## src/rtl/core/pru_pkg.sv

```systemverilog
// Shared types, constants and decode helpers for the packed raw sample unpacker.
package pru_pkg;

    localparam int MAX_ROW_WIDTH = 16384;

    localparam int DEPTH_W  = 5;
    localparam int WIDTH_W  = 15;
    localparam int BYTE_W   = 8;
    localparam int SAMPLE_W = 16;
    localparam int CFG_IDX_W  = 2;
    localparam int CFG_DATA_W = 15;

    localparam int MAX_RESULTS = 8;
    localparam int CNT_W       = 4;   // holds 0..MAX_RESULTS
    localparam int IDX_W       = 3;   // indexes 0..MAX_RESULTS-1

    // Entries in the queue between front and back end.
    localparam int QDEPTH  = 2;
    localparam int QPTR_W  = (QDEPTH > 1) ? $clog2(QDEPTH) : 1;
    localparam int QCNT_W  = $clog2(QDEPTH + 1);

    // Bit masks for the 10-bit low-part byte and 12-bit nibble split.
    localparam logic [7:0] LOW_MASK_0 = 8'h03;
    localparam logic [7:0] LOW_MASK_1 = 8'h0C;
    localparam logic [7:0] LOW_MASK_2 = 8'h30;
    localparam logic [7:0] LOW_MASK_3 = 8'hC0;
    localparam logic [7:0] NIBBLE_MASK = 8'h0F;

    localparam logic [CFG_IDX_W-1:0] CFG_SAMPLE_DEPTH = 2'd0;
    localparam logic [CFG_IDX_W-1:0] CFG_ROW_WIDTH    = 2'd1;

    localparam logic [DEPTH_W-1:0] DEPTH_RESET = 5'd16;
    localparam logic [WIDTH_W-1:0] WIDTH_RESET = 15'd16384;

    typedef enum logic [2:0] {
        MODE_NONE,
        MODE_8,
        MODE_10,
        MODE_12,
        MODE_16,
        MODE_GEN
    } t_mode;

    typedef struct packed {
        logic [MAX_RESULTS-1:0][SAMPLE_W-1:0] samples;
        logic [CNT_W-1:0]                     count;
    } t_entry;

    typedef struct packed {
        logic full;
        logic empty;
    } t_q_status;

    // Depths above 16 behave as 16.
    function automatic logic [DEPTH_W-1:0] clamp_depth(input logic [DEPTH_W-1:0] depth);
        return (depth > 5'd16) ? 5'd16 : depth;
    endfunction

    function automatic t_mode decode_mode(input logic [DEPTH_W-1:0] d);
        t_mode m;
        unique case (d)
            5'd0:    m = MODE_NONE;
            5'd8:    m = MODE_8;
            5'd10:   m = MODE_10;
            5'd12:   m = MODE_12;
            5'd16:   m = MODE_16;
            default: m = MODE_GEN;
        endcase
        return m;
    endfunction

endpackage

```

## src/rtl/core/packed_raw_sample_unpacker.sv

```systemverilog
// Top level of the packed raw sample unpacker: front end, entry queue, back end.
//
// Input channel: one packed row byte per transfer (i_valid / o_stall), with
// i_row_end on the last byte of the row. Output channel: one unsigned 16-bit
// sample per transfer (o_valid / i_stall); o_last marks the final sample a
// byte caused. Bytes that cause no sample produce no output transfer.
// Config: i_cfg_we with i_cfg_index 0 = sample_depth, 1 = row_width; write
// only while idle. A depth write drops any partial group or bit residue.
// A byte taken is unpacked combinationally into a queue entry; the entry is
// registered in the queue, and its first sample then in the output register.
// Throughput: one byte per cycle while the receiver does not stall and each
// byte yields at most one sample; a byte yielding more samples holds the
// output while they leave one at a time through the single-sample output
// register. The two-entry queue absorbs that; o_stall rises only when it is full.
// Receiver stall: the output register holds its sample, the queue fills and
// then the input stalls. Reset: depth 16, row width 16384, queue empty,
// all packing state and the pixel count cleared; no clearing pass.
module packed_raw_sample_unpacker
    import pru_pkg::*;
(
    input  logic                  i_clk,
    input  logic                  i_rst_n,
    input  logic                  i_cfg_we,
    input  logic [CFG_IDX_W-1:0]  i_cfg_index,
    input  logic [CFG_DATA_W-1:0] i_cfg_data,
    input  logic                  i_valid,
    output logic                  o_stall,
    input  logic [BYTE_W-1:0]     i_byte_value,
    input  logic                  i_row_end,
    output logic                  o_valid,
    input  logic                  i_stall,
    output logic [SAMPLE_W-1:0]   o_sample,
    output logic                  o_last
);

    // front -> queue
    logic      push;
    t_entry    push_entry;
    // queue -> back
    t_entry    head;
    t_q_status q_status;
    logic      pop;

    // unpacking happens entirely here; state advances on each input transfer
    pru_front u_front (
        .i_clk        (i_clk),
        .i_rst_n      (i_rst_n),
        .i_cfg_we     (i_cfg_we),
        .i_cfg_index  (i_cfg_index),
        .i_cfg_data   (i_cfg_data),
        .i_valid      (i_valid),
        .i_byte_value (i_byte_value),
        .i_row_end    (i_row_end),
        .o_stall      (o_stall),
        .i_q_status   (q_status),
        .o_push       (push),
        .o_entry      (push_entry)
    );

    // decouples byte intake from sample delivery
    pru_queue u_queue (
        .i_clk    (i_clk),
        .i_rst_n  (i_rst_n),
        .i_push   (push),
        .i_entry  (push_entry),
        .i_pop    (pop),
        .o_head   (head),
        .o_status (q_status)
    );

    // walks each entry into the output register one sample per cycle while i_stall is low
    pru_back u_back (
        .i_clk      (i_clk),
        .i_rst_n    (i_rst_n),
        .i_head     (head),
        .i_q_status (q_status),
        .o_pop      (pop),
        .o_valid    (o_valid),
        .i_stall    (i_stall),
        .o_sample   (o_sample),
        .o_last     (o_last)
    );

endmodule

```

## src/rtl/core/pru_front.sv

```systemverilog
// Front end: takes bytes and config writes, unpacks each byte into a result entry.
module pru_front
    import pru_pkg::*;
(
    input  logic                  i_clk,
    input  logic                  i_rst_n,
    input  logic                  i_cfg_we,
    input  logic [CFG_IDX_W-1:0]  i_cfg_index,
    input  logic [CFG_DATA_W-1:0] i_cfg_data,
    input  logic                  i_valid,
    input  logic [BYTE_W-1:0]     i_byte_value,
    input  logic                  i_row_end,
    output logic                  o_stall,
    input  t_q_status             i_q_status,
    output logic                  o_push,
    output t_entry                o_entry
);

    logic [DEPTH_W-1:0] r_depth;
    logic [WIDTH_W-1:0] r_row_width;
    logic [23:0]        r_acc,       n_acc;
    logic [4:0]         r_bits_held, n_bits_held;
    logic [31:0]        r_group,     n_group;
    logic [2:0]         r_fill,      n_fill;
    logic [WIDTH_W-1:0] r_pixels,    n_pixels;
    logic               r_tail,      n_tail;

    logic                                 accept;
    logic [DEPTH_W-1:0]                   d;
    t_mode                                mode;
    logic [WIDTH_W-1:0]                   lim;
    logic [WIDTH_W-1:0]                   rem;
    logic [MAX_RESULTS-1:0][SAMPLE_W-1:0] cand;
    logic [CNT_W-1:0]                     cand_n;
    logic [CNT_W-1:0]                     emit;
    logic [2:0]                           need;
    logic [23:0]                          acc_sh;
    logic [4:0]                           h;
    logic [4:0]                           res;
    logic [4:0]                           pos;
    logic [6:0]                           thr;
    logic [SAMPLE_W-1:0]                  mask;

    assign o_stall = i_q_status.full;
    assign accept  = i_valid && !i_q_status.full;

    always_comb begin
        d    = clamp_depth(r_depth);
        mode = decode_mode(d);
        lim  = ({2'b00, r_row_width} < 17'(MAX_ROW_WIDTH)) ? r_row_width
                                                           : WIDTH_W'(MAX_ROW_WIDTH);
        rem  = (lim > r_pixels) ? (lim - r_pixels) : '0;

        cand        = '0;
        cand_n      = '0;
        need        = 3'd4;
        acc_sh      = '0;
        h           = '0;
        res         = '0;
        pos         = '0;
        thr         = '0;
        mask        = '0;
        n_acc       = r_acc;
        n_bits_held = r_bits_held;
        n_group     = r_group;
        n_fill      = r_fill;
        n_tail      = r_tail;

        unique case (mode)
            MODE_NONE: begin
            end
            MODE_8: begin
                cand[0] = {8'h00, i_byte_value};
                cand_n  = 4'd1;
            end
            MODE_16: begin
                if (r_fill == 3'd0) begin
                    n_group = {24'h0, i_byte_value};
                    n_fill  = 3'd1;
                end else begin
                    cand[0] = {i_byte_value, r_group[7:0]};
                    cand_n  = 4'd1;
                    n_group = '0;
                    n_fill  = '0;
                end
            end
            MODE_10, MODE_12: begin
                need   = (mode == MODE_10) ? 3'd4 : 3'd2;
                n_tail = r_tail || (r_fill == 3'd0 && rem < {12'b0, need});
                if (n_tail) begin
                    // raw tail: every byte is a sample of its own
                    cand[0] = {8'h00, i_byte_value};
                    cand_n  = 4'd1;
                end else if (r_fill < need) begin
                    n_group = r_group | (32'(i_byte_value) << {r_fill[1:0], 3'b000});
                    n_fill  = r_fill + 3'd1;
                    if (i_row_end) begin
                        // unfinished group flushes raw at row end
                        for (int k = 0; k < 4; k++) begin
                            cand[k] = {8'h00, n_group[8*k +: 8]};
                        end
                        cand_n = {1'b0, n_fill};
                    end
                end else begin
                    if (mode == MODE_10) begin
                        cand[0] = {6'b0, i_byte_value[1:0], r_group[7:0]};
                        cand[1] = {6'b0, 2'((i_byte_value & LOW_MASK_1) >> 2), r_group[15:8]};
                        cand[2] = {6'b0, 2'((i_byte_value & LOW_MASK_2) >> 4), r_group[23:16]};
                        cand[3] = {6'b0, 2'((i_byte_value & LOW_MASK_3) >> 6), r_group[31:24]};
                        cand_n  = 4'd4;
                    end else begin
                        cand[0] = {4'b0, r_group[7:0], r_group[15:12]};
                        cand[1] = {4'b0, 4'(r_group[15:8] & NIBBLE_MASK), i_byte_value};
                        cand_n  = 4'd2;
                    end
                    n_group = '0;
                    n_fill  = '0;
                end
            end
            MODE_GEN: begin
                acc_sh = {r_acc[15:0], i_byte_value};
                h      = r_bits_held + 5'd8;
                mask   = 16'((17'd1 << d) - 17'd1);
                res    = h;
                // sample j starts at bit h - (j+1)*d, MSB first
                for (int j = 0; j < MAX_RESULTS; j++) begin
                    thr = 7'(j + 1) * {2'b00, d};
                    if ({2'b00, h} >= thr) begin
                        pos     = 5'({2'b00, h} - thr);
                        cand[j] = 16'(acc_sh >> pos) & mask;
                        cand_n  = CNT_W'(j + 1);
                        res     = pos;
                    end
                end
                n_acc       = acc_sh & ((24'd1 << res) - 24'd1);
                n_bits_held = res;
            end
            default: begin
            end
        endcase

        if (i_row_end) begin
            n_acc       = '0;
            n_bits_held = '0;
            n_group     = '0;
            n_fill      = '0;
            n_tail      = 1'b0;
        end

        emit     = ({11'b0, cand_n} > rem) ? CNT_W'(rem) : cand_n;
        n_pixels = i_row_end ? '0 : (r_pixels + WIDTH_W'(emit));
    end

    assign o_push          = accept && (emit != '0);
    assign o_entry.samples = cand;
    assign o_entry.count   = emit;

    always_ff @(posedge i_clk) begin
        if (!i_rst_n) begin
            r_depth     <= DEPTH_RESET;
            r_row_width <= WIDTH_RESET;
            r_acc       <= '0;
            r_bits_held <= '0;
            r_group     <= '0;
            r_fill      <= '0;
            r_pixels    <= '0;
            r_tail      <= 1'b0;
        end else if (i_cfg_we) begin
            unique case (i_cfg_index)
                CFG_SAMPLE_DEPTH: begin
                    r_depth     <= i_cfg_data[DEPTH_W-1:0];
                    r_acc       <= '0;
                    r_bits_held <= '0;
                    r_group     <= '0;
                    r_fill      <= '0;
                    r_tail      <= 1'b0;
                end
                CFG_ROW_WIDTH: begin
                    r_row_width <= i_cfg_data[WIDTH_W-1:0];
                end
                default: begin
                end
            endcase
        end else if (accept) begin
            r_acc       <= n_acc;
            r_bits_held <= n_bits_held;
            r_group     <= n_group;
            r_fill      <= n_fill;
            r_pixels    <= n_pixels;
            r_tail      <= n_tail;
        end
    end

    // residue of the bit stream is always shorter than one sample
    a_bits_held: assert property (@(posedge i_clk) disable iff (!i_rst_n)
        r_bits_held < 5'd16)
        else $error("bit residue out of range");

    // a group never holds more than four bytes
    a_fill: assert property (@(posedge i_clk) disable iff (!i_rst_n)
        r_fill <= 3'd4)
        else $error("group fill out of range");

endmodule

```

## src/rtl/core/pru_queue.sv

```systemverilog
// Short entry queue between front and back end.
module pru_queue
    import pru_pkg::*;
(
    input  logic      i_clk,
    input  logic      i_rst_n,
    input  logic      i_push,
    input  t_entry    i_entry,
    input  logic      i_pop,
    output t_entry    o_head,
    output t_q_status o_status
);

    t_entry             r_mem [QDEPTH];
    logic [QPTR_W-1:0]  r_wptr;
    logic [QPTR_W-1:0]  r_rptr;
    logic [QCNT_W-1:0]  r_count;

    logic do_push;
    logic do_pop;

    assign o_status.full  = (r_count == QCNT_W'(QDEPTH));
    assign o_status.empty = (r_count == '0);
    assign o_head         = r_mem[r_rptr];

    assign do_push = i_push && !o_status.full;
    assign do_pop  = i_pop && !o_status.empty;

    always_ff @(posedge i_clk) begin
        if (do_push) begin
            r_mem[r_wptr] <= i_entry;
        end
    end

    always_ff @(posedge i_clk) begin
        if (!i_rst_n) begin
            r_wptr  <= '0;
            r_rptr  <= '0;
            r_count <= '0;
        end else begin
            if (do_push) begin
                r_wptr <= (r_wptr == QPTR_W'(QDEPTH - 1)) ? '0 : r_wptr + 1'b1;
            end
            if (do_pop) begin
                r_rptr <= (r_rptr == QPTR_W'(QDEPTH - 1)) ? '0 : r_rptr + 1'b1;
            end
            if (do_push && !do_pop) begin
                r_count <= r_count + 1'b1;
            end else if (do_pop && !do_push) begin
                r_count <= r_count - 1'b1;
            end
        end
    end

    // the front end must hold off when the queue is full
    a_no_overflow: assert property (@(posedge i_clk) disable iff (!i_rst_n)
        !(i_push && o_status.full))
        else $error("push into full queue");

endmodule

```

## src/rtl/core/pru_back.sv

```systemverilog
// Back end: serializes queued entries into one sample per output transfer.
module pru_back
    import pru_pkg::*;
(
    input  logic                i_clk,
    input  logic                i_rst_n,
    input  t_entry              i_head,
    input  t_q_status           i_q_status,
    output logic                o_pop,
    output logic                o_valid,
    input  logic                i_stall,
    output logic [SAMPLE_W-1:0] o_sample,
    output logic                o_last
);

    logic                r_valid;
    logic [SAMPLE_W-1:0] r_sample;
    logic                r_last;
    logic [IDX_W-1:0]    r_idx;

    logic load;
    logic take;
    logic at_end;

    assign load   = !r_valid || !i_stall;
    assign take   = load && !i_q_status.empty;
    assign at_end = ({1'b0, r_idx} == (i_head.count - 1'b1));
    assign o_pop  = take && at_end;

    always_ff @(posedge i_clk) begin
        if (!i_rst_n) begin
            r_valid <= 1'b0;
            r_idx   <= '0;
        end else if (load) begin
            r_valid <= !i_q_status.empty;
            if (take) begin
                r_idx <= at_end ? '0 : r_idx + 1'b1;
            end
        end
    end

    always_ff @(posedge i_clk) begin
        if (take) begin
            r_sample <= i_head.samples[r_idx];
            r_last   <= at_end;
        end
    end

    assign o_valid  = r_valid;
    assign o_sample = r_sample;
    assign o_last   = r_last;

    // the read index stays inside the head entry
    a_idx_in_entry: assert property (@(posedge i_clk) disable iff (!i_rst_n)
        !i_q_status.empty |-> ({1'b0, r_idx} < i_head.count))
        else $error("sample index beyond entry");

endmodule
```

## config.mk

```make
export PLATFORM = sky130hd
export DESIGN_NAME = packed_raw_sample_unpacker
export DESIGN_NICKNAME = d
export VERILOG_FILES = /design/src/rtl/core/pru_pkg.sv /design/src/rtl/core/packed_raw_sample_unpacker.sv /design/src/rtl/core/pru_front.sv /design/src/rtl/core/pru_queue.sv /design/src/rtl/core/pru_back.sv
export SDC_FILE = /design/constraint.sdc
export NUM_CORES = 1
export LEC_CHECK = 0
export ABC_AREA = 0
export BUFFER_PORTS_ARGS = -buffer_cell sky130_fd_sc_hd__buf_2
export CAP_MARGIN = 20
export CELL_PAD_IN_SITES_DETAIL_PLACEMENT = 1
export CELL_PAD_IN_SITES_GLOBAL_PLACEMENT = 1
export CORE_ASPECT_RATIO = 1.4
export CORE_MARGIN = 1
export CORE_UTILIZATION = 25
export CTS_BUF_LIST = sky130_fd_sc_hd__clkbuf_4 sky130_fd_sc_hd__clkbuf_8
export CTS_CLUSTER_DIAMETER = 40
export DETAILED_ROUTE_END_ITERATION = 10
export PLACE_DENSITY_LB_ADDON = 0.12
export SETUP_SLACK_MARGIN = 0.05
export SLEW_MARGIN = 20
export SYNTH_ARGS = -nofsm -noshare
export SYNTH_HDL_FRONTEND = slang
export SYNTH_SLANG_ARGS = --single-unit
```

## constraint.sdc

```tcl
create_clock -name i_clk -period 29.5 [get_ports i_clk]
set_clock_uncertainty 0.05 [all_clocks]
set_input_delay 5.9 -clock i_clk [delete_from_list [all_inputs] [get_ports i_clk]]
set_output_delay 5.9 -clock i_clk [all_outputs]
set_load 0.01 [all_outputs]
```

* Word level (Yosys, flattened, before mapping)
Memory sizes are Yosys's and may differ from the RTL's. A register that Yosys moved wholly into a read port is not among the register bits.
Cells that the tools add are included.
** Cells by class
- Magnitude comparators :: 15
- Muxes and demuxes :: 90
- Reduce and logical (&&, ||, !) cells :: 35
- Shifts and indexed selects :: 11
- $mul :: 4
- Eq/ne operators :: 14
- Add/subtract/negate cells :: 20
- Bitwise logic cells :: 11
** Operators with widths (count)
- $mux 16 :: 16
- $mux 32 :: 6
- $shr 24x5->16 :: 8
- $and 16x16->16 :: 9
- $mux 64 :: 2
- $pmux 48 s2 :: 1
- $mux 5 :: 15
- $pmux 16 s4 :: 1
- $pmux 32 s2 :: 1
- $mux 56 :: 1
- $bmux 16 s3 :: 1
- $mux 48 :: 1
- $mux 15 :: 3
- $mux 3 :: 15
- $ge 5x7->1 :: 6
- $sub 5x5->5 :: 8
- $or 32x32->32 :: 1
- $shl 1x5->16 const A :: 2
- $shl 8x5->32 :: 1
- $sub 16x1->16 const B :: 2
- $mux 28 :: 1
- $mux 26 :: 1
- $pmux 4 s4 :: 1
- $add 15x4->15 :: 1
- 49 further kinds :: 96
** Storage, ports and cells
- Memories :: 1
- Output and inout bits :: 19
- Input port bits :: 31
- Logic and storage cells :: 216
- Memory bits (writable) :: 264
- Flip-flop bits (word level) :: 117
** Memories
- u_queue.r_mem :: depth 2, width 132, rd ports 1, clocked after memory_dff 1, wr ports 1, RTL line pru_queue.sv:14 : t_entry r_mem [QDEPTH];

* Longest topological paths before layout
Gate-level depths: netlist (run 1).
- Depth after elaboration :: 21
- Gate-level depth with buffers :: 40
- Mapped depth without buffers :: 36

* By module
Synthesis (run 1) repeated with hierarchy kept, for this count alone.
** Unflattened totals
- Cell total of the unflattened synthesis :: 2855
- Area, all modules :: 27475.1 sq um
** Modules (own cells, without submodules)
- pru_front :: cells each 2310, sequential area each 1841.8 sq um, times used 1, area an instance 15542.4 sq um
- pru_queue :: cells each 436, sequential area each 8027.7 sq um, times used 1, area an instance 10089.7 sq um
- pru_back :: cells each 109, sequential area each 590.6 sq um, times used 1, area an instance 1843.0 sq um

* Least setup slack after synthesis (run 1)
No wires, ideal clock.
- Kind :: input -> register
- Start point :: input port i_row_end
- End point :: memory u_queue.r_mem[0][0] (netlist name) (enable)
- Slack :: 10741 ps
- Arrival time :: 17891 ps
- Data required time :: 28632 ps
- Stages :: 16
- Cells stage by stage :: clkbuf_1 a21oi_1 nor2_1 inv_1 o21ai_0 ha_1 nor2b_1 o21ai_0 nand2b_1 a21oi_1 a41o_1 o21ai_0 a311o_1 o31ai_2 nor3_1 a211oi_1
** RTL lines
- start: declaration :: RTL line packed_raw_sample_unpacker.sv:29 : input logic i_row_end,
- end: declaration :: RTL line pru_queue.sv:14

==> run_results.csv, run 1 <==
group,metric,value,unit
drt,drt_pre_antenna_iters,8,
die,die_width,278,um
setup_path,worstPathRequired,29780,ps
cts,cts.repair_timing.setup_buffer_count,0,
final_layout,synthToLayoutAreaGrowth,14.0,%
final_layout,design.final.nets,2866,
min_path,min_path_cells,2,
synthesis,avgSynthCellArea,9.69,um^2
drt,initialDrtViolationCount,1972,
timing,timing_worst_slew_pin_value,1270,ps
cts,insertion_delay,740,ps
synthesis,synth-warning-count,0,
final_layout,drive_above_1_share,17.0,%
die,starting_density_of_the_core,25.2,%
place,dp_cells,4030,
timing,fmax,95.6,MHz
cts,post_cts_resized,0,
die,dieArea,108000,um^2
pwr,intPower,1.05,mW
cts,max-clock-path-buffers,3,
place,dp.final_hpwl,103000,um
setup_path,worstReg2RegStart,"u_front.r_depth[4]",
timing,report.final.slew_viol_count,0,
synthesis,ys_ff_latch,382,
min_path,worst_hold_path.endpoint,"u_front.r_row_width[6]",
synthesis,async_reset_ff_share,0,%
timing,grt_setup_unrepaired,"false",
setup_path,cp.buffers_inverters,4,
setup_path,startpoint_class,"input pin",
min_path,hold_path_startpoint,"u_front.r_row_width[6]",
pwr,power.clock.fraction,40.3,%
setup_path,critical_path.reg2reg.endpoint,"u_queue.r_mem[0][20]",
final_layout,finish.cell_count_without_fillers,4170,
timing,setup_tns,0,ps
cts,cts_sinks,382,
synthesis,synth_seq_area_share,39.4,%
global_route,grt.overflow.total,0,
flow_run,maxCapViolations,0,
drt,detail_route.wl_per_cell,32.2,um
synthesis,cell_count_after_synthesis,2742,
die,core.rowCount,141,
synthesis,synth.distinct_cells,102,
cts,h-tree-depth,3,
global_route,first_pass_grt_wire_length,189000,um
setup_path,slowest_library_cell_on_the_worst_path,"sky130_fd_sc_hd__buf_4",
die,floorplan.io_pins,50,
place,placement.io_buffers,49,
setup_path,path_max_fanout,68,
timing,post-route-min-period,10460,ps
setup_path,cp_cell_instances,"buf_2 > a21oi_1 > nor2_1 > inv_1 > o21ai_0 > ha_1 > nor2b_1 > o21ai_0 > nand2b_1 > a21oi_1 > a41o_1 > o21ai_0 > a311o_1 > o31ai_2 > nor3_1 > a211oi_4 > buf_4 > buf_4",
global_route,antenna_found_initial,5,
status,status,"complete, no violations",
pwr,leakage,10.0,nW
setup_path,critical_path.max_stage_delay,840,ps
timing,finalHoldViolations,0,
cts,cts.reportedPaths.clkPinSlew,50,ps
timing,relSlewSlack,15.0,%
synthesis,synth_top_area_share,31.7,%
synthesis,synth_enable_flop_cells,281,
drt,remaining_drc_errors,0,
setup_path,reg2reg_setup_slack,20010,ps
synthesis,yosys.area.top_type,"sky130_fd_sc_hd__edfxtp_1",
setup_path,setup.worst_path.class,"input pin to flip-flop",
die,coreArea,105000,um^2
timing,layout_worst_path_cycle_share,35.5,%
synthesis,synth.cell_area,26600,um^2
synthesis,yosys_most_used_dff,"sky130_fd_sc_hd__edfxtp_1",
setup_path,cpLargestDelayFamily,"buffers and inverters",
cts,cts_inserted_buffers,74,
cts,post_cts_hold_buffer_count,0,
timing,setup_violation_total_in_the_final_timing_report,0,
setup_path,worst-r2r-cell-count,29,
setup_path,worstPathArrival,10740,ps
pwr,pwr-share-seq,41.8,%
place,routability_driven_placement_congestion_ratio,0.955,
pwr,power-per-cell-area,49.2,nW/um^2
global_route,number_of_global_route_vias_before_repair,24600,
die,chipHeight,388,um
synthesis,synth_nets,2859,
pwr,p_sw_share,29.6,%
global_route,grt_start_max_net_pins,69,
cts,ctsRootBufferMaster,"sky130_fd_sc_hd__clkbuf_8",
drt,drt-vias-per-instance,5.69,
cts,tritoncts,"yes",
synthesis,synthTopCellsByArea,"sky130_fd_sc_hd__edfxtp_1 32%, sky130_fd_sc_hd__mux4_2 9.6%, sky130_fd_sc_hd__dfxtp_1 7.6%",
drt,postRouteWirelength,134000,um
setup_path,path_common_cell,"sky130_fd_sc_hd__o21ai_0",
pwr,irDropWorstVdd,32.5,uV
drt,route.vias.total,23700,
pwr,power.combinational.fraction,17.9,%
setup_path,worstSetupEndpointType,"flip-flop",
min_path,worst_hold_path_type,"flip-flop to flip-flop",
drt,antenna_violating_nets_post_route,0,
global_route,globalRouteTotalUtil,24.8,%
pwr,net-switching-power,0.442,mW
-- area by class of cell --
type                            instances  area [um^2]
Fill cell                           11900        75200
Multi-Input combinational cell       2074        15200
Sequential cell                       382        10500
Tap cell                             1358         1700
Clock buffer                           89         1150
Timing Repair Buffer                  143          951
Clock inverter                         46          542
Inverter                               74          283
Antenna cell                            4         10.0
-- worst register-to-register path: cells and delay by family, from the launching register on --
family / cells / cell delay (ps)
AO/OA/AOI/OAI: 11 / 2760
buffers and inverters: 6 / 2680
adder cells (fa/ha/maj): 5 / 1890
AND/OR/NAND/NOR: 6 / 1180
flip-flops: 1 / 290
XOR/XNOR: 1 / 160
-- power by group through the flow --
stage	Sequential [mW]	Clock (mW)	Combinational, mW
global route	0.627	0.644	0.283
CTS	0.624	0.623	0.271
global placement	0.634	0	0.267
floorplan	0.637	0	0.159
detailed placement	0.636	0	0.271
finish	0.624	0.601	0.266
-- how the worst max path moves through the flow --
stage | endpoint | slack [ps] | start | cells past startpoint
floorplan | u_queue.r_mem[0][0] | 10740 | i_row_end | 16
global placement | u_queue.r_mem[0][20] | 18320 | i_row_end | 18
detailed placement | u_queue.r_mem[0][8] | 18260 | i_row_end | 17
CTS | u_queue.r_mem[0][20] | 19060 | i_row_end | 17
global route | u_queue.r_mem[0][20] | 18620 | i_row_end | 17
finish | u_queue.r_mem[0][20] | 19040 | i_row_end | 18
-- synth_stat cells, types with 28 or more instances --
cell                         n
sky130_fd_sc_hd__a211oi_1   57
sky130_fd_sc_hd__a21oi_1   236
sky130_fd_sc_hd__a22oi_1    45
sky130_fd_sc_hd__a31oi_1    37
sky130_fd_sc_hd__clkbuf_1  165
sky130_fd_sc_hd__dfxtp_1   101
sky130_fd_sc_hd__edfxtp_1  281
sky130_fd_sc_hd__ha_1       72
sky130_fd_sc_hd__inv_1      65
sky130_fd_sc_hd__mux2i_1    99
sky130_fd_sc_hd__mux4_2    113
sky130_fd_sc_hd__nand2_1   314
sky130_fd_sc_hd__nand2b_1   30
sky130_fd_sc_hd__nand3_1    50
sky130_fd_sc_hd__nor2_1    246
sky130_fd_sc_hd__nor2b_1    47
sky130_fd_sc_hd__nor3_1     90
sky130_fd_sc_hd__o211ai_1   34
sky130_fd_sc_hd__o21ai_0   127
sky130_fd_sc_hd__xnor2_1    40
sky130_fd_sc_hd__xor2_1     28
-- cell families after synthesis --
| kind of cell | Yosys count | share of synthesized area (%) |
|---|---|---|
| adder cells (fa/ha/maj) | 86 | 4.44 |
| AO/OA/AOI/OAI | 790 | 19.9 |
| XOR/XNOR | 70 | 2.36 |
| buffers and inverters | 286 | 4.17 |
| AND/OR/NAND/NOR | 889 | 15.3 |
| flip-flops | 382 | 39.4 |
| multiplexers | 239 | 14.5 |
-- sequential cells by signal (all words and copies together), names as in the netlist, named ones only --
name                 count
u_queue.r_mem          264
u_front.r_group         32
u_back.o_sample         16
u_front.r_acc           16
u_front.r_pixels        15
u_front.r_row_width     15
u_front.r_bits_held      5
u_front.r_depth          5
u_back.r_idx             3
u_front.r_fill           3
u_queue.r_count          2
u_back.o_last            1
u_back.o_valid           1
u_front.r_tail           1
u_queue.r_rptr           1
u_queue.r_wptr           1
-- layer usage --
layer  wire [um]  up-vias  GRT usage [%]  part of all wire [%]
li1            -    10500              -                     -
met1       51200    12200           27.7                    38
met2       67400      782           43.7                    50
met3        5710      288           3.08                   4.2
met4       10200        2           16.9                   7.6
met5          12        -              0                0.0089
-- cells in the final DEF, fill, tap and decap left out, types with 26 or more instances in the layout --
| cell | n |
|---|---|
| sky130_fd_sc_hd__buf_4 | 94 |
| sky130_fd_sc_hd__nand3_1 | 50 |
| sky130_fd_sc_hd__o211ai_1 | 34 |
| sky130_fd_sc_hd__dfxtp_1 | 97 |
| sky130_fd_sc_hd__nand2_1 | 314 |
| sky130_fd_sc_hd__ha_1 | 72 |
| sky130_fd_sc_hd__nor3_1 | 90 |
| sky130_fd_sc_hd__edfxtp_1 | 281 |
| sky130_fd_sc_hd__xnor2_1 | 33 |
| sky130_fd_sc_hd__clkbuf_8 | 77 |
| sky130_fd_sc_hd__a21oi_1 | 233 |
| sky130_fd_sc_hd__nor2b_1 | 47 |
| sky130_fd_sc_hd__nor2_1 | 246 |
| sky130_fd_sc_hd__mux2_2 | 26 |
| sky130_fd_sc_hd__a22oi_1 | 45 |
| sky130_fd_sc_hd__a211oi_1 | 55 |
| sky130_fd_sc_hd__o21ai_0 | 126 |
| sky130_fd_sc_hd__buf_2 | 49 |
| sky130_fd_sc_hd__a41oi_1 | 26 |
| sky130_fd_sc_hd__mux4_2 | 113 |
| sky130_fd_sc_hd__mux2i_1 | 99 |
| sky130_fd_sc_hd__nand2b_1 | 30 |
| sky130_fd_sc_hd__a31oi_1 | 37 |
| sky130_fd_sc_hd__inv_1 | 64 |
-- metrics by stage --
| stage | worst slack [ps] | cell area [um^2] | utilization (%) | hold WS [ps] | total power [mW] |
|---|---|---|---|---|---|
| 2_1_floorplan | 10740 | 26600 | - | 382 | 0.796 |
| 3_3_place_gp | 18320 | 28600 | 27.1 | 397 | 0.901 |
| 3_5_place_dp | 18260 | 28600 | 27.1 | 397 | 0.906 |
| 4_1_cts | 19060 | 30300 | 28.7 | 404 | 1.52 |
| 5_1_grt | 18620 | 30300 | 28.7 | 421 | 1.55 |
| 6_report | 19040 | 30300 | 28.7 | 402 | 1.49 |
Power figures use the tool's default switching activity.
==> run 2: changes to the inputs <==
- clock period: 29.5 -> 9.1 ns (I/O delays scaled with it)
==> run_results.csv, run 2 (same netlist as run 1, synthesis figures left out) <==
group,metric,value,unit
die,core.rowCount,141,
timing,final_worst_slack,1280,ps
die,die_width,278,um
setup_path,path_max_fanout,18,
cts,post_cts_resized,0,
timing,post-route-min-period,7820,ps
final_layout,synthToLayoutAreaGrowth,13.9,%
min_path,min_path_cells,2,
pwr,leakage,10.0,nW
global_route,grt.overflow.total,0,
setup_path,worstReg2RegStart,"u_front.r_depth[4]",
global_route,antenna_found_initial,5,
timing,layout_worst_path_cycle_share,85.9,%
cts,cts_inserted_buffers,72,
min_path,worst_hold_path_type,"flip-flop to flip-flop",
drt,remaining_drc_errors,0,
setup_path,startpoint_class,"flip-flop",
global_route,number_of_global_route_vias_before_repair,24600,
setup_path,worstPathRequired,9650,ps
place,place_ws,1280,ps
place,dp.final_hpwl,104000,um
timing,grt_setup_unrepaired,"false",
drt,drt-vias-per-instance,5.67,
place,placement.io_buffers,49,
cts,h-tree-depth,3,
cts,cts.reportedPaths.clkPinSlew,50,ps
drt,antenna_violating_nets_post_route,0,
timing,report.final.slew_viol_count,0,
final_layout,finish.cell_count_without_fillers,4171,
final_layout,most_used_cells_in_the_layout_excluding_fill_and_tap_cells,"313 x sky130_fd_sc_hd__nand2_1, 281 x sky130_fd_sc_hd__edfxtp_1, 244 x sky130_fd_sc_hd__nor2_1",
timing,fmax,128,MHz
pwr,pwr-share-seq,43.8,%
setup_path,critical_path.max_stage_delay,580,ps
setup_path,critical_path.reg2reg.endpoint,"u_front.r_pixels[11]",
setup_path,worstSetupEndpointType,"flip-flop",
setup_path,setup.worst_path.class,"flip-flop to flip-flop",
die,starting_density_of_the_core,25.2,%
die,floorplan.io_pins,50,
drt,initialDrtViolationCount,1853,
cts,tritoncts,"yes",
timing,setup_violation_total_in_the_final_timing_report,0,
setup_path,timing.critical_path.to,"u_front.r_pixels[11]",
setup_path,path_common_cell,"sky130_fd_sc_hd__ha_1",
cts,max-clock-path-buffers,3,
cts,insertion_delay,740,ps
pwr,p_sw_share,30.4,%
cts,ctsRootBufferMaster,"sky130_fd_sc_hd__clkbuf_8",
final_layout,finish.instance_area,30300,um^2
final_layout,filler_cell_count,12000,
timing,hold-worst-slack,406,ps
timing,relSlewSlack,15.2,%
global_route,grt_start_max_net_pins,133,
pwr,power-per-cell-area,153,nW/um^2
drt,postRouteWirelength,136000,um
setup_path,reg2reg_setup_slack,1280,ps
global_route,globalRouteTotalUtil,25.1,%
pwr,net-switching-power,1.41,mW
drt,drt_pre_antenna_iters,5,
die,coreArea,105000,um^2
pwr,intPower,3.22,mW
place,dp_cells,4042,
die,dieArea,108000,um^2
place,place_area,28800,um^2
pwr,power.combinational.fraction,18.6,%
global_route,first_pass_grt_wire_length,190000,um
final_layout,drive_above_1_share,17.5,%
cts,post_cts_hold_buffer_count,0,
final_layout,max_reg_flops,264,
setup_path,crit_start,"u_front.r_depth[4]",
setup_path,slowest_library_cell_on_the_worst_path,"sky130_fd_sc_hd__fa_1",
final_layout,largest_register_by_flop_count,"u_queue.r_mem",
final_layout,mostFrequentLayoutCell,"sky130_fd_sc_hd__nand2_1",
setup_path,worstPathArrival,8360,ps
timing,timing_worst_slew_pin_value,1260,ps
pwr,power.clock.fraction,37.6,%
final_layout,design.final.nets,2875,
timing,finalHoldViolations,0,
drt,detail_route.wl_per_cell,32.6,um
flow_run,maxCapViolations,0,
drt,route.vias.total,23700,
setup_path,worst-r2r-cell-count,33,
cts,cts_sinks,382,
status,status,"complete, no violations",
timing,setup_tns,0,ps
pwr,irDropWorstVdd,106,uV
place,routability_driven_placement_congestion_ratio,0.931,
die,chipHeight,388,um
final_layout,reg.largest.list,"u_queue.r_mem x264, u_front.r_group x32",
cts,cts.repair_timing.setup_buffer_count,0,
==> run 2: cell types whose count changed in the layout (fill, tap and decap cells not counted), sizes merged <==
cell	delta
diode	+1
buf	+11
inv	+3
clkinv	-10
clkinvlp	+2
bufinv	-6
==> run 2: metrics by stage <==
stage          power [mW]  util, %
2_1_floorplan        2.57        -
3_3_place_gp         2.93     27.3
3_5_place_dp         2.94     27.3
4_1_cts              4.71     28.7
5_1_grt              4.82     28.7
6_report             4.63     28.7
==> run 2: how the worst min path moves through the flow <==
stage	end	slack, ps	start
floorplan	u_front.r_row_width[10]	380	u_front.r_row_width[10]
global placement	u_front.r_acc[15]	400	u_front.r_acc[15]
detailed placement	u_front.r_acc[1]	400	u_front.r_acc[1]
CTS	u_front.r_acc[1]	410	u_front.r_acc[1]
global route	u_front.r_row_width[5]	440	u_front.r_row_width[5]
finish	u_front.r_acc[1]	410	u_front.r_acc[1]
==> run 2: power by group through the flow <==
| stage | Sequential [mW] | Clock, mW | Combinational (mW) |
|---|---|---|---|
| after global placement | 2.06 | 0 | 0.867 |
| after floorplan | 2.04 | 0 | 0.527 |
| after CTS | 2.03 | 1.80 | 0.876 |
| after detailed placement | 2.07 | 0 | 0.873 |
| final | 2.03 | 1.74 | 0.863 |
| after global routing | 2.04 | 1.87 | 0.916 |
==> run 2: layout make-up <==
class	instances	area (um^2)	area share, %
clock inverters	35	312	1.03
flip-flops and latches	382	10500	34.6
repair buffers	154	1060	3.49
multi-input cells	2074	15300	50.5
well taps	1358	1700	5.61
diodes	5	12.5	0.0413
inverters	74	283	0.934
clock buffers	89	1150	3.80
==> run 2: critical path, delay by kind of cell (launching register included) <==
family,cells,cell delay (ps)
fa+ha+maj,6,2030
compound gates,11,2790
buf+inv,4,780
simple gates,10,1410
xor+xnor,2,280
flops,1,370
==> run 2: per-layer routing <==
layer / vias up / routed length, um / track usage (%) / share of wire (%)
met2: 749 / 68600 / 44.1 / 50
met1: 12100 / 51700 / 27.7 / 38
met4: 2 / 10300 / 17.5 / 7.6
li1: 10500 / - / - / -
met3: 285 / 5430 / 3.49 / 4.0
met5: - / 13 / 0 / 0.0096
